## config.mk

```make
export PLATFORM = sky130hd
export DESIGN_NAME = lrgd_div
export DESIGN_NICKNAME = d
export VERILOG_FILES = /design/src/rtl/lrgd_div.sv
export SDC_FILE = /design/constraint.sdc
export NUM_CORES = 1
export LEC_CHECK = 0
export BUFFER_PORTS_ARGS = -buffer_cell sky130_fd_sc_hd__buf_2
export CAP_MARGIN = 15
export CORE_MARGIN = 4
export CORE_UTILIZATION = 30
export DETAILED_ROUTE_END_ITERATION = 8
export PLACE_DENSITY = 0.64
export RECOVER_POWER = 25
export SYNTH_ARGS = -nofsm -noshare
export SYNTH_HDL_FRONTEND = slang
export SYNTH_SLANG_ARGS = --single-unit
```

## constraint.sdc

```tcl
create_clock -name clk -period 2.3 [get_ports clk]
set_input_delay 0 -clock clk [delete_from_list [all_inputs] [get_ports clk]]
set_output_delay 0 -clock clk [all_outputs]
set_load 0.02 [all_outputs]
```

## src/rtl/lrgd_div.sv

```systemverilog
// Restoring divider: 64-bit dividend by 9-bit divisor, one quotient bit per cycle.
`default_nettype none
module lrgd_div (
	input  wire logic        clk,
	input  wire logic        arst_n,
	input  wire logic        start,
	input  wire logic [63:0] dividend,
	input  wire logic [8:0]  divisor,
	output logic             done,
	output logic [63:0]      quotient
);
	logic        run_q;
	logic        done_q;
	logic [5:0]  cnt_q;
	logic [8:0]  rem_q;
	logic [8:0]  dvs_q;
	logic [63:0] quo_q;
	logic [9:0]  r2;
	logic [9:0]  rsub;
	logic        ge;

	always_comb begin
		r2   = {rem_q, quo_q[63]};
		ge   = r2 >= {1'b0, dvs_q};
		rsub = r2 - {1'b0, dvs_q};
	end

	always_ff @(posedge clk or negedge arst_n) begin
		if (!arst_n) begin
			run_q  <= 1'b0;
			done_q <= 1'b0;
			cnt_q  <= '0;
		end else begin
			done_q <= 1'b0;
			if (start) begin
				run_q <= 1'b1;
				cnt_q <= '0;
			end else if (run_q) begin
				cnt_q <= cnt_q + 6'd1;
				if (cnt_q == 6'd63) begin
					run_q  <= 1'b0;
					done_q <= 1'b1;
				end
			end
		end
	end

	always_ff @(posedge clk) begin
		if (start) begin
			quo_q <= dividend;
			rem_q <= '0;
			dvs_q <= divisor;
		end else if (run_q) begin
			quo_q <= {quo_q[62:0], ge};
			rem_q <= ge ? rsub[8:0] : r2[8:0];
		end
	end

	assign done     = done_q;
	assign quotient = quo_q;
endmodule
`default_nettype wire

```

==> summary.md, run 1 <==
| Metric | Value |
|---|---|
| Port Buffers | `140` |
| DRT iter0 DRCs | `116` |
| Pre-CTS setup slack | `101 ps` |
| Core area | `13500 um^2` |
| Clock sinks | `90` |
| Antenna violations before repair | `0` |
| Post-layout util | `0.462` |
| Slew Limit Fails | `26` |
| GR Util met1 | `0.163` |
| Failing checks | `capacitance limit, slew limit` |
| Clk_lat worst skew | `approximately 340 ps` |
| # IOs | `141` |
| Placed cell area | `5170 um^2` |
| Status | `complete, but fails checks` |
| # setup viols final | `0` |
| Cells after synthesis | `roughly 290` |
| Fin Hold WS | `128 ps` |
| Final setup margin | `50.4 ps` |
| Count of cell types in the netlist | `44` |
| CTS tree | `done` |
| Worst Hold Class | `input port to async pin` |
| Synth Area per Inst | `14.6 um^2` |
| Slew headroom | `-0.0767` |
| Final net count | `600` |
| Rows | `42` |
| GP Congestion | `0.794` |
| CP required | `between 2000 and 2500 ps` |
| Grt ovf | `0` |
| Full die area | `15900 um^2` |
| Post-DRT Antenna Nets | `0` |
| Crit. End Element | `flip-flop` |
| Post-Syn Nets | `372` |
| Residual DRC | `0` |
| GRT Resource Usage Total | `0.139` |
| Slew @ Worst Pin | `1620 ps` |
| Total power | `5.26 mW` |
| Max Cap Viol | `1` |
| Area of the multi-input gates | `1560 um^2` |
| Non-Filler Instances | `between 600 and 700` |
| Seq cells post-synth | `90` |
| Layout cell share with drive strength beyond 1 | `0.431` |
| Wirelength, routed | `~11 mm` |
| Area Growth Syn to Fin | `48.9%` |
| Final min period | `2250 ps` |
| VDD IR-drop max | `501 uV` |
| Global-route wire length before repair | `17.7 mm` |
| Pwr per Cell Area | `847 nW/um^2` |
| Critical path origin | `quotient[63]` |
| Register Area | `about 2600 um^2` |
| Top post-synthesis cells by area | `edfxtp_1, mux2_2, dfrtp_1` |
| Cells after DPL | `about 600` |
| Final instance area | `6210 um^2` |
| Largest net degree at the start of global routing | `40` |
| Post-route clock skew | `4.98 ps` |
| Via density per instance | `4.62` |
| CTS Buf Count | `9` |
| Post-DP HPWL | `a little over 7 mm` |
| Initial core utilization | `0.310` |
| Post-synth design cell area | `4170 um^2` |
| Synth area leader | `edfxtp_1` |
| RR Startpoint | `quotient[63]` |
| Vias in the first global route | `3488` |
| Vias after detailed routing | `3209` |
| DR WL/cell | `approximately 16 um` |
| Die X | `126 um` |
| Number of detailed-route iterations in the first pass | `4` |
| Worst-path clk slew | `70 ps` |
| Crit start category | `flip-flop` |
| Synth cell count leaders | `edfxtp_1, mux2_2, nor2_1` |
| Period utilisation layout | `0.978` |
| Final Hold Fails | `0` |
| Post-synth top area share | `0.525` |
| Setup Crit Path Kind | `flip-flop to flip-flop` |
| Fin Setup TNS | `0 ps` |
| Die height | `126 um` |
| Seq/Total Area, Yosys | `0.616` |
| GRT busiest layer | `met2` |
| Lkg Pwr | `~2.6 nW` |
| Root Buffer Master | `clkbuf_16` |
| H-tree levels | `3` |
| Synth async-reset ratio | `0.0889` |
| Diodes inserted | `0` |
| Most numerous cell in the Yosys netlist | `edfxtp_1` |
| Fillers | `around 1.2k` |
| Max Root-Sink Buffers | `2` |
| CP max FO | `8` |
| Ys flop type | `edfxtp_1` |
| Highest clock rate | `approximately 0.44 GHz` |
| M2 GR Usage | `0.237` |
| Met3 GRT Util | `0.0453` |
| RSZ-0062 raised after global routing | `true` |
| Post-synth EDFFs | `73` |
| Worst EP arrival | `around 2400 ps` |
| Synth Warn # | `0` |
where the power goes:
part	switching, mW	internal, mW	leakage, nW
registers	0.143	2.01	0.945
logic	0.836	0.796	1.50
clock network	0.640	0.841	0.147
total	1.62	3.64	2.59
critical path: stages, from the launching register on:
cell      delay (ps)
edfxtp_1         390
inv_1             80
ha_2             170
inv_2             40
fa_2             370
a211oi_4         300
o21a_4           210
o211ai_4         150
mux2_4           300
cells by family (layout without fill, tap and decap cells):
group | Yosys count | in the layout | share of synthesized area
AOI/OAI and AO/OA | 34 | 34 | 0.0606
xor gates and xnor gates | 8 | 8 | 0.0168
adders and majority gates | 11 | 11 | 0.0348
buffers and inverters | 24 | 257 | 0.0219
DFF | 90 | 90 | 0.616
muxes | 71 | 71 | 0.189
and+or+nand+nor | 47 | 47 | 0.0603
layout make-up:
class                           instances  share of cell area
Sequential cell                        90               0.414
Multi-Input combinational cell        171               0.251
Timing Repair Buffer                  229               0.245
Clock buffer                            9              0.0362
Tap cell                              176              0.0354
Clock inverter                          7              0.0107
Inverter                               12             0.00725
layer usage:
metal / up-vias / wire length (um)
li1: 1541 / -
met1: 1544 / 4560
met2: 111 / 5480
met3: 13 / 749
met4: 0 / 185
met5: - / 0
flip-flops by register name (all words and copies together) (netlist names):
| register | cells |
|---|---|
| rem_q | 9 |
| dvs_q | 9 |
| run_q | 1 |
| done | 1 |
| cnt_q | 6 |
| quotient | 64 |
cells in the final DEF, fill, tap and decap left out, drive strengths merged, types with 2 or more instances in the layout:
cell type / n
nand4: 3
a311oi: 4
xor2: 6
dlygate4sd3: 74
a21oi: 8
a211oi: 7
or3: 4
buf: 131
dfrtp: 8
mux2: 64
nand3: 5
dfxtp: 9
o211ai: 4
xnor2: 2
clkbuf: 33
ha: 10
nor2: 16
nand4b: 2
nand2: 7
mux2i: 7
o211a: 2
clkinv: 4
edfxtp: 73
o21ai: 3
inv: 14
nand2b: 3
timing repair:
action                                  in CTS  in global routing
hold endpoints to repair                    81                  0
endpoints found under the setup margin       0                 10
resized for setup                            0                  7
hold buffers                                74                  0
buffers inserted                             0                  1
final timing paths:
check	endpoint	slack [ps]	cells after the start
worst max register to register	quotient[0]	50	8
max in group asynchronous	cnt_q[4]	1850	2
worst min-delay path	done	130	2
min in group clk	dvs_q[2]	370	2
worst max-delay path	quotient[0]	50	8
worst min register to register	rem_q[7]	500	2
Note: power is estimated with default switching activity, not from simulation.
==> run 2, diff against run 1 <==
--- a/config.mk
+++ b/config.mk
@@ -8,9 +8,9 @@
 export BUFFER_PORTS_ARGS = -buffer_cell sky130_fd_sc_hd__buf_2
 export CAP_MARGIN = 15
 export CORE_MARGIN = 4
-export CORE_UTILIZATION = 30
+export CORE_UTILIZATION = 45
 export DETAILED_ROUTE_END_ITERATION = 8
-export PLACE_DENSITY = 0.64
+export PLACE_DENSITY = 0.86
 export RECOVER_POWER = 25
 export SYNTH_ARGS = -nofsm -noshare
 export SYNTH_HDL_FRONTEND = slang
==> run 2 against run 1 <==
The run ends with setup timing left. Sequential power is essentially flat. Worst setup slack lost 56 ps. Core utilization grew 22 points. Final cell count shrank 10%. Critical path depth grew 1. Clock power shrank 24%. Critical path type unchanged. Highest routed layer unchanged.
==> summary.md, run 2 (synthesis gave the netlist of run 1 again) <==
| Metric | Value |
|---|---|
| Cells after DPL | `approximately 530` |
| Setup Crit Path Kind | `flip-flop to flip-flop` |
| Final setup margin | `-5.95 ps` |
| Crit. End Element | `flip-flop` |
| Area Growth Syn to Fin | `45.9%` |
| Via density per instance | `5.41` |
| Die X | `104 um` |
| Max FFs per register | `between 60 and 70` |
| Total buffers and inverters traversed by the critical path | `2` |
| Residual DRC | `0` |
| Failing checks | `setup timing` |
| CP required | `2570 ps` |
| Cells along the critical path | `inv_1 -> ha_2 -> inv_2 -> fa_2 -> a211oi_4 -> o211ai_1 -> o211a_1 -> or3_1 -> a311oi_2` |
| DRT iter0 DRCs | `238` |
| Period utilisation layout | `1.00` |
| Diodes inserted | `0` |
| Max Cap Viol | `0` |
| Crit start category | `flip-flop` |
| Worst Hold Class | `input port to flip-flop` |
| Reg2Reg Depth | `9` |
| Post-route clock skew | `10.9 ps` |
| WHS Path Cells | `3` |
| Status | `complete, but fails checks` |
| Pwr per Cell Area | `approximately 820 nW/um^2` |
| RR Startpoint | `quotient[63]` |
| P_sw | `1.63 mW` |
| Total power | `4.97 mW` |
| Antenna violations before repair | `0` |
| Initial core utilization | `0.469` |
| Internal | `between 3 and 4 mW` |
| CP max stage cell | `edfxtp_1` |
| Grt ovf | `0` |
| Worst EP arrival | `between 2000 and 3000 ps` |
| CP max FO | `3` |
| Die height | `104 um` |
| Crit path to | `rem_q[8]` |
| Global-route wire length before repair | `between 15 and 20 mm` |
| Pre-CTS setup slack | `approximately 12 ps` |
| Lkg Pwr | `2.60 nW` |
| Vias in the first global route | `3624` |
| Reg2reg end | `rem_q[8]` |
| Non-Filler Instances | `624` |
| Root Buffer Master | `clkbuf_8` |
| Rows | `34` |
| VDD IR-drop max | `approximately 370 uV` |
| Layout cell share with drive strength beyond 1 | `0.475` |
| Switching share of power | `0.329` |
| Core area | `8890 um^2` |
| # IOs | `141` |
| GRT Resource Usage Total | `0.214` |
| Fin Setup TNS | `-5.95 ps` |
| GP Congestion | `0.889` |
| Family with the most delay on the worst path | `compound AO/OA/AOI/OAI gates` |
| Full die area | `10900 um^2` |
| Post-layout util | `0.685` |
| Number of detailed-route iterations in the first pass | `4` |
| Slew Limit Fails | `0` |
| Sequential Power Share | `0.435` |
| CTS tree | `done` |
| Clk network pwr share | `0.227` |
| Port Buffers | `140` |
| Wirelength, routed | `11.6 mm` |
| Critical path origin | `quotient[63]` |
| R2R setup slack | `-6 ps` |
| Slew headroom | `0.561` |
| Clock sinks | `90` |
| Comb pwr share | `0.338` |
| Worst stage delay on the critical path | `400 ps` |
| H-tree levels | `3` |
| Highest clock rate | `0.434 GHz` |
| Most frequent cells in the layout | `buf_2, dlygate4sd3_1, edfxtp_1, mux2_2, nor2_1` |
| Largest net degree at the start of global routing | `91` |
| # setup viols final | `1` |
| DR WL/cell | `between 15 and 20 um` |
| Final min period | `~2300 ps` |
| Vias after detailed routing | `3374` |
| Worst-path clk slew | `approximately 100 ps` |
| Post-DP HPWL | `between 7 and 8 mm` |
| Most common cell after layout, fill and taps aside | `buf_2` |
| Slew @ Worst Pin | `between 600 and 700 ps` |
| Crit path depth | `9` |
| Final Hold Fails | `0` |
| Post-DRT Antenna Nets | `0` |
| Clk_lat worst skew | `360 ps` |
| Max Root-Sink Buffers | `2` |
| RSZ-0062 raised after global routing | `true` |
| Final net count | `598` |
| CTS Buf Count | `9` |
## run 2: cell count changes in the layout (fill, tap and decap cells not counted), moves of 2 or more
| cell | before | now |
|---|---|---|
| buf_12 | 0 | 2 |
| buf_2 | 116 | 139 |
| buf_4 | 15 | 11 |
| clkbuf_1 | 23 | 1 |
| clkbuf_16 | 9 | 0 |
| clkbuf_8 | 0 | 9 |
| clkinv_2 | 3 | 0 |
| clkinv_4 | 0 | 2 |
| ha_1 | 9 | 7 |
| ha_2 | 1 | 3 |
## run 2: per-stage QoR
stage | hold WS [ps] | area, um^2
6_report | 181 | 6090
4_1_cts | 188 | 6040
2_1_floorplan | -296 | 4190
3_3_place_gp | -150 | 5080
5_1_grt | 209 | 6090
3_5_place_dp | -148 | 5080
## run 2: final cells by class
class                           instances  area [um^2]
Fill cell                             578         2800
Sequential cell                        90         2570
Timing Repair Buffer                  227         1570
Multi-Input combinational cell        171         1570
Tap cell                              108          135
Clock buffer                           10          128
Clock inverter                          6         75.1
Inverter                               12         45.0
## run 2: power by group through the flow
stage | Sequential, mW | Clock (mW) | Combinational, mW
5_1_grt | 2.19 | 1.21 | 1.80
3_5_place_dp | 2.18 | 0 | 1.48
6_report | 2.16 | 1.13 | 1.68
4_1_cts | 2.15 | 1.15 | 1.59
3_3_place_gp | 2.17 | 0 | 1.41
2_1_floorplan | 2.32 | 0 | 0.838
## run 2: worst min-delay path: cells and delay by family
family,cells,cell delay [ps]
buffers and inverters,2,360
AND/OR/NAND/NOR,1,140
## run 2: worst min path at each step
| stage | start | end | slack (ps) |
|---|---|---|---|
| global placement | arst_n | done | -150 |
| global route | start | cnt_q[1] | 210 |
| CTS | start | cnt_q[4] | 190 |
| detailed placement | arst_n | done | -150 |
| finish | start | cnt_q[4] | 180 |
| floorplan | arst_n | cnt_q[0] | -300 |
## run 2: repair_timing
item,4_1_cts,5_1_grt
gates resized for setup,1,8
endpoints found under the setup margin,1,8
pin swaps,0,4
hold endpoints to repair,81,0
buffers inserted,0,2
hold buffers,75,0
## run 2: metal layers
metal | vias to the layer above | track usage | wire length [um]
li1 | 1538 | - | -
met5 | - | 0 | 0
met1 | 1616 | 0.247 | 4470
met2 | 184 | 0.359 | 5710
met4 | 0 | 0.0921 | 383
met3 | 36 | 0.0745 | 1020
==> run 3, diff against run 2 <==
--- a/config.mk
+++ b/config.mk
@@ -5,12 +5,13 @@
 export SDC_FILE = /design/constraint.sdc
 export NUM_CORES = 1
 export LEC_CHECK = 0
+export ABC_AREA = 1
 export BUFFER_PORTS_ARGS = -buffer_cell sky130_fd_sc_hd__buf_2
-export CAP_MARGIN = 15
+export CAP_MARGIN = 10
 export CORE_MARGIN = 4
-export CORE_UTILIZATION = 45
+export CORE_UTILIZATION = 46
 export DETAILED_ROUTE_END_ITERATION = 8
-export PLACE_DENSITY = 0.86
+export PLACE_DENSITY = 0.87
 export RECOVER_POWER = 25
 export SYNTH_ARGS = -nofsm -noshare
 export SYNTH_HDL_FRONTEND = slang
==> run 3 against run 2 <==
The flow now finishes without violations. Highest routed layer unchanged. Final cell count up 28%. Synthesized cell count up 67%. Critical endpoint is now rem_q[5]. Largest power group unchanged. Fmax rose by 15%. Flip-flop and latch count is the same.
==> summary.md, run 3 <==
| Metric | Value |
|---|---|
| Status | `complete, no violations` |
| Reg2Reg Depth | `11` |
| DRT iter0 DRCs | `208` |
| Layout cell share with drive strength beyond 1 | `0.242` |
| Fillers | `664` |
| Largest net degree at the start of global routing | `73` |
| Slew Limit Fails | `0` |
| Die X | `104 um` |
| Final min period | `2010 ps` |
| Post-DP HPWL | `roughly 7.4 mm` |
| Post-synth design cell area | `4270 um^2` |
| Most numerous cell in the Yosys netlist | `nand2_1` |
| CP required | `2590 ps` |
| Placed cell area | `around 5100 um^2` |
| P_sw | `1.66 mW` |
| Post-DRT Antenna Nets | `0` |
| Total power | `4.89 mW` |
| R2R setup slack | `290 ps` |
| Clk_lat worst skew | `about 360 ps` |
| Worst Hold Class | `input port to flip-flop` |
| DR WL/cell | `15.5 um` |
| Slew @ Worst Pin | `1400 ps` |
| Setup Crit Path Kind | `flip-flop to flip-flop` |
| Vias after detailed routing | `4024` |
| Slew headroom | `0.0671` |
| Crit start category | `flip-flop` |
| Antenna violations before repair | `0` |
| Cells after DPL | `712` |
| Crit path to | `rem_q[5]` |
| Clock sinks | `90` |
| Core area | `8890 um^2` |
| GP Congestion | `0.856` |
| RR Startpoint | `quotient[63]` |
| CTS Buf Count | `9` |
| Wirelength, routed | `around 12 mm` |
| RSZ-0062 raised after global routing | `false` |
| Worst EP arrival | `2300 ps` |
| Pwr per Cell Area | `812 nW/um^2` |
| Initial core utilization | `0.480` |
| Full die area | `10900 um^2` |
| Clk network pwr share | `0.243` |
| Internal | `3.23 mW` |
| Synth Warn # | `0` |
| WHS Path Cells | `3` |
| Most common cell after layout, fill and taps aside | `nand2_1` |
| Reg2reg end | `rem_q[5]` |
| Port Buffers | `140` |
| Root Buffer Master | `clkbuf_8` |
| Period utilisation layout | `0.873` |
| Worst-path clk slew | `about 80 ps` |
| GRT Resource Usage Total | `0.232` |
| Via density per instance | `~5.0` |
| Fin Hold WS | `22.3 ps` |
| Seq cells post-synth | `90` |
| Switching share of power | `0.339` |
| Critical path origin | `quotient[63]` |
| Max Cap Viol | `0` |
| Post-synth EDFFs | `73` |
| Synth cell count leaders | `nand2_1, edfxtp_1, inv_1` |
| Post-route clock skew | `~16 ps` |
| CTS tree | `done` |
| Global-route wire length before repair | `20.2 mm` |
| Synth async-reset ratio | `0.0889` |
| Count of cell types in the netlist | `26` |
| Fin Setup TNS | `0 ps` |
| Area Growth Syn to Fin | `41.0%` |
| Highest clock rate | `between 0.4 and 0.5 GHz` |
| CP max FO | `11` |
| Most frequent cells in the layout | `nand2_1, buf_2, edfxtp_1, dlygate4sd3_1, inv_1` |
| Residual DRC | `0` |
| Seq/Total Area, Yosys | `0.603` |
| # setup viols final | `0` |
| Top post-synthesis cells by area | `edfxtp_1, nand2_1, dfrtp_1` |
| Non-Filler Instances | `801` |
| Synth Area per Inst | `approximately 9 um^2` |
| Post-synth top area share | `0.514` |
| Post-Syn Nets | `563` |
| Diodes inserted | `0` |
| Final Hold Fails | `0` |
| # IOs | `approximately 140` |
| Lkg Pwr | `approximately 3.1 nW` |
| Number of detailed-route iterations in the first pass | `5` |
| Rows | `34` |
| Final net count | `775` |
| Final instance area | `6010 um^2` |
| Vias in the first global route | `between 4k and 5k` |
| Comb pwr share | `0.319` |
| Ys flop type | `edfxtp_1` |
| Synth area leader | `edfxtp_1` |
| VDD IR-drop max | `434 uV` |
| Grt ovf | `0` |
| Max Root-Sink Buffers | `2` |
| Cells after synthesis | `~480` |
| H-tree levels | `3` |
| Die height | `104 um` |
| Max FFs per register | `64` |
| Crit. End Element | `flip-flop` |
| Sequential Power Share | `0.438` |
run 3: cell count changes in the layout (fill, tap and decap cells not counted), moves of 5 or more:
cell      delta
nand2_1    +246
mux2_2      -63
inv_1       +23
nand3_1     +17
buf_4        -8
mux2i_1      -7
xor2_1       -6
a211oi_1     -5
run 3: final cells by class:
class                   count  area, um^2  share of cell area
clock buffers               9         124              0.0206
clock inverters             7        92.6              0.0154
inverters                  35         135              0.0225
multi-input cells         334        1480               0.246
flip-flops and latches     90        2570               0.428
well taps                 108         135              0.0225
repair buffers            218        1480               0.245
run 3: cell families after synthesis:
kind of cell	after synthesis	synth area share
AO/OA/AOI/OAI	12	0.0152
XOR/XNOR	3	0.00616
adder cells (fa/ha/maj)	11	0.0340
buffers and inverters	52	0.0510
flip-flops	90	0.603
AND/OR/NAND/NOR	308	0.291
run 3: power groups by stage:
| stage | logic [mW] | registers (mW) | clock network [mW] |
|---|---|---|---|
| 2_1_floorplan | 0.918 | 2.28 | 0 |
| 3_3_place_gp | 1.36 | 2.16 | 0 |
| 3_5_place_dp | 1.43 | 2.16 | 0 |
| 4_1_cts | 1.53 | 2.13 | 1.21 |
| 5_1_grt | 1.73 | 2.17 | 1.27 |
| 6_report | 1.56 | 2.14 | 1.19 |
run 3: repair_timing:
action / in CTS / in global routing
setup buffers: 0 / 0
endpoints found under the setup margin: 0 / 5
endpoints found under the hold margin: 80 / 0
resized for setup: 0 / 1
hold buffers: 73 / 0
run 3: critical path: stages, from the launching register on:
cell	delay [ps]
edfxtp_1	390
inv_1	100
ha_1	150
inv_1	60
fa_1	440
nand2_1	130
nand3_2	80
nand2_2	190
nand2_2	170
nand2_1	110
nand3_1	60
nand2_1	80
run 3: routing by layer:
layer | global-route usage | part of all wire
met3 | 0.0633 | 0.076
met1 | 0.265 | 0.38
met2 | 0.408 | 0.51
met4 | 0.0959 | 0.029
met5 | 0 | 0
run 3: worst min-delay path by stage:
| stage | start | to | slack (ps) |
|---|---|---|---|
| floorplan | arst_n | cnt_q[0] | -300 |
| global placement | arst_n | cnt_q[1] | -150 |
| detailed placement | arst_n | cnt_q[4] | -150 |
| CTS | dividend[0] | quotient[0] | 8 |
| global route | dividend[0] | quotient[0] | 10 |
| finish | dividend[0] | quotient[0] | 20 |
run 3: metrics by stage:
step / util / worst slack (ps)
floorplan: - / 238
global placement: 0.570 / 290
detailed placement: 0.570 / 185
CTS: 0.677 / 152
global route: 0.676 / 125
finish: 0.676 / 292
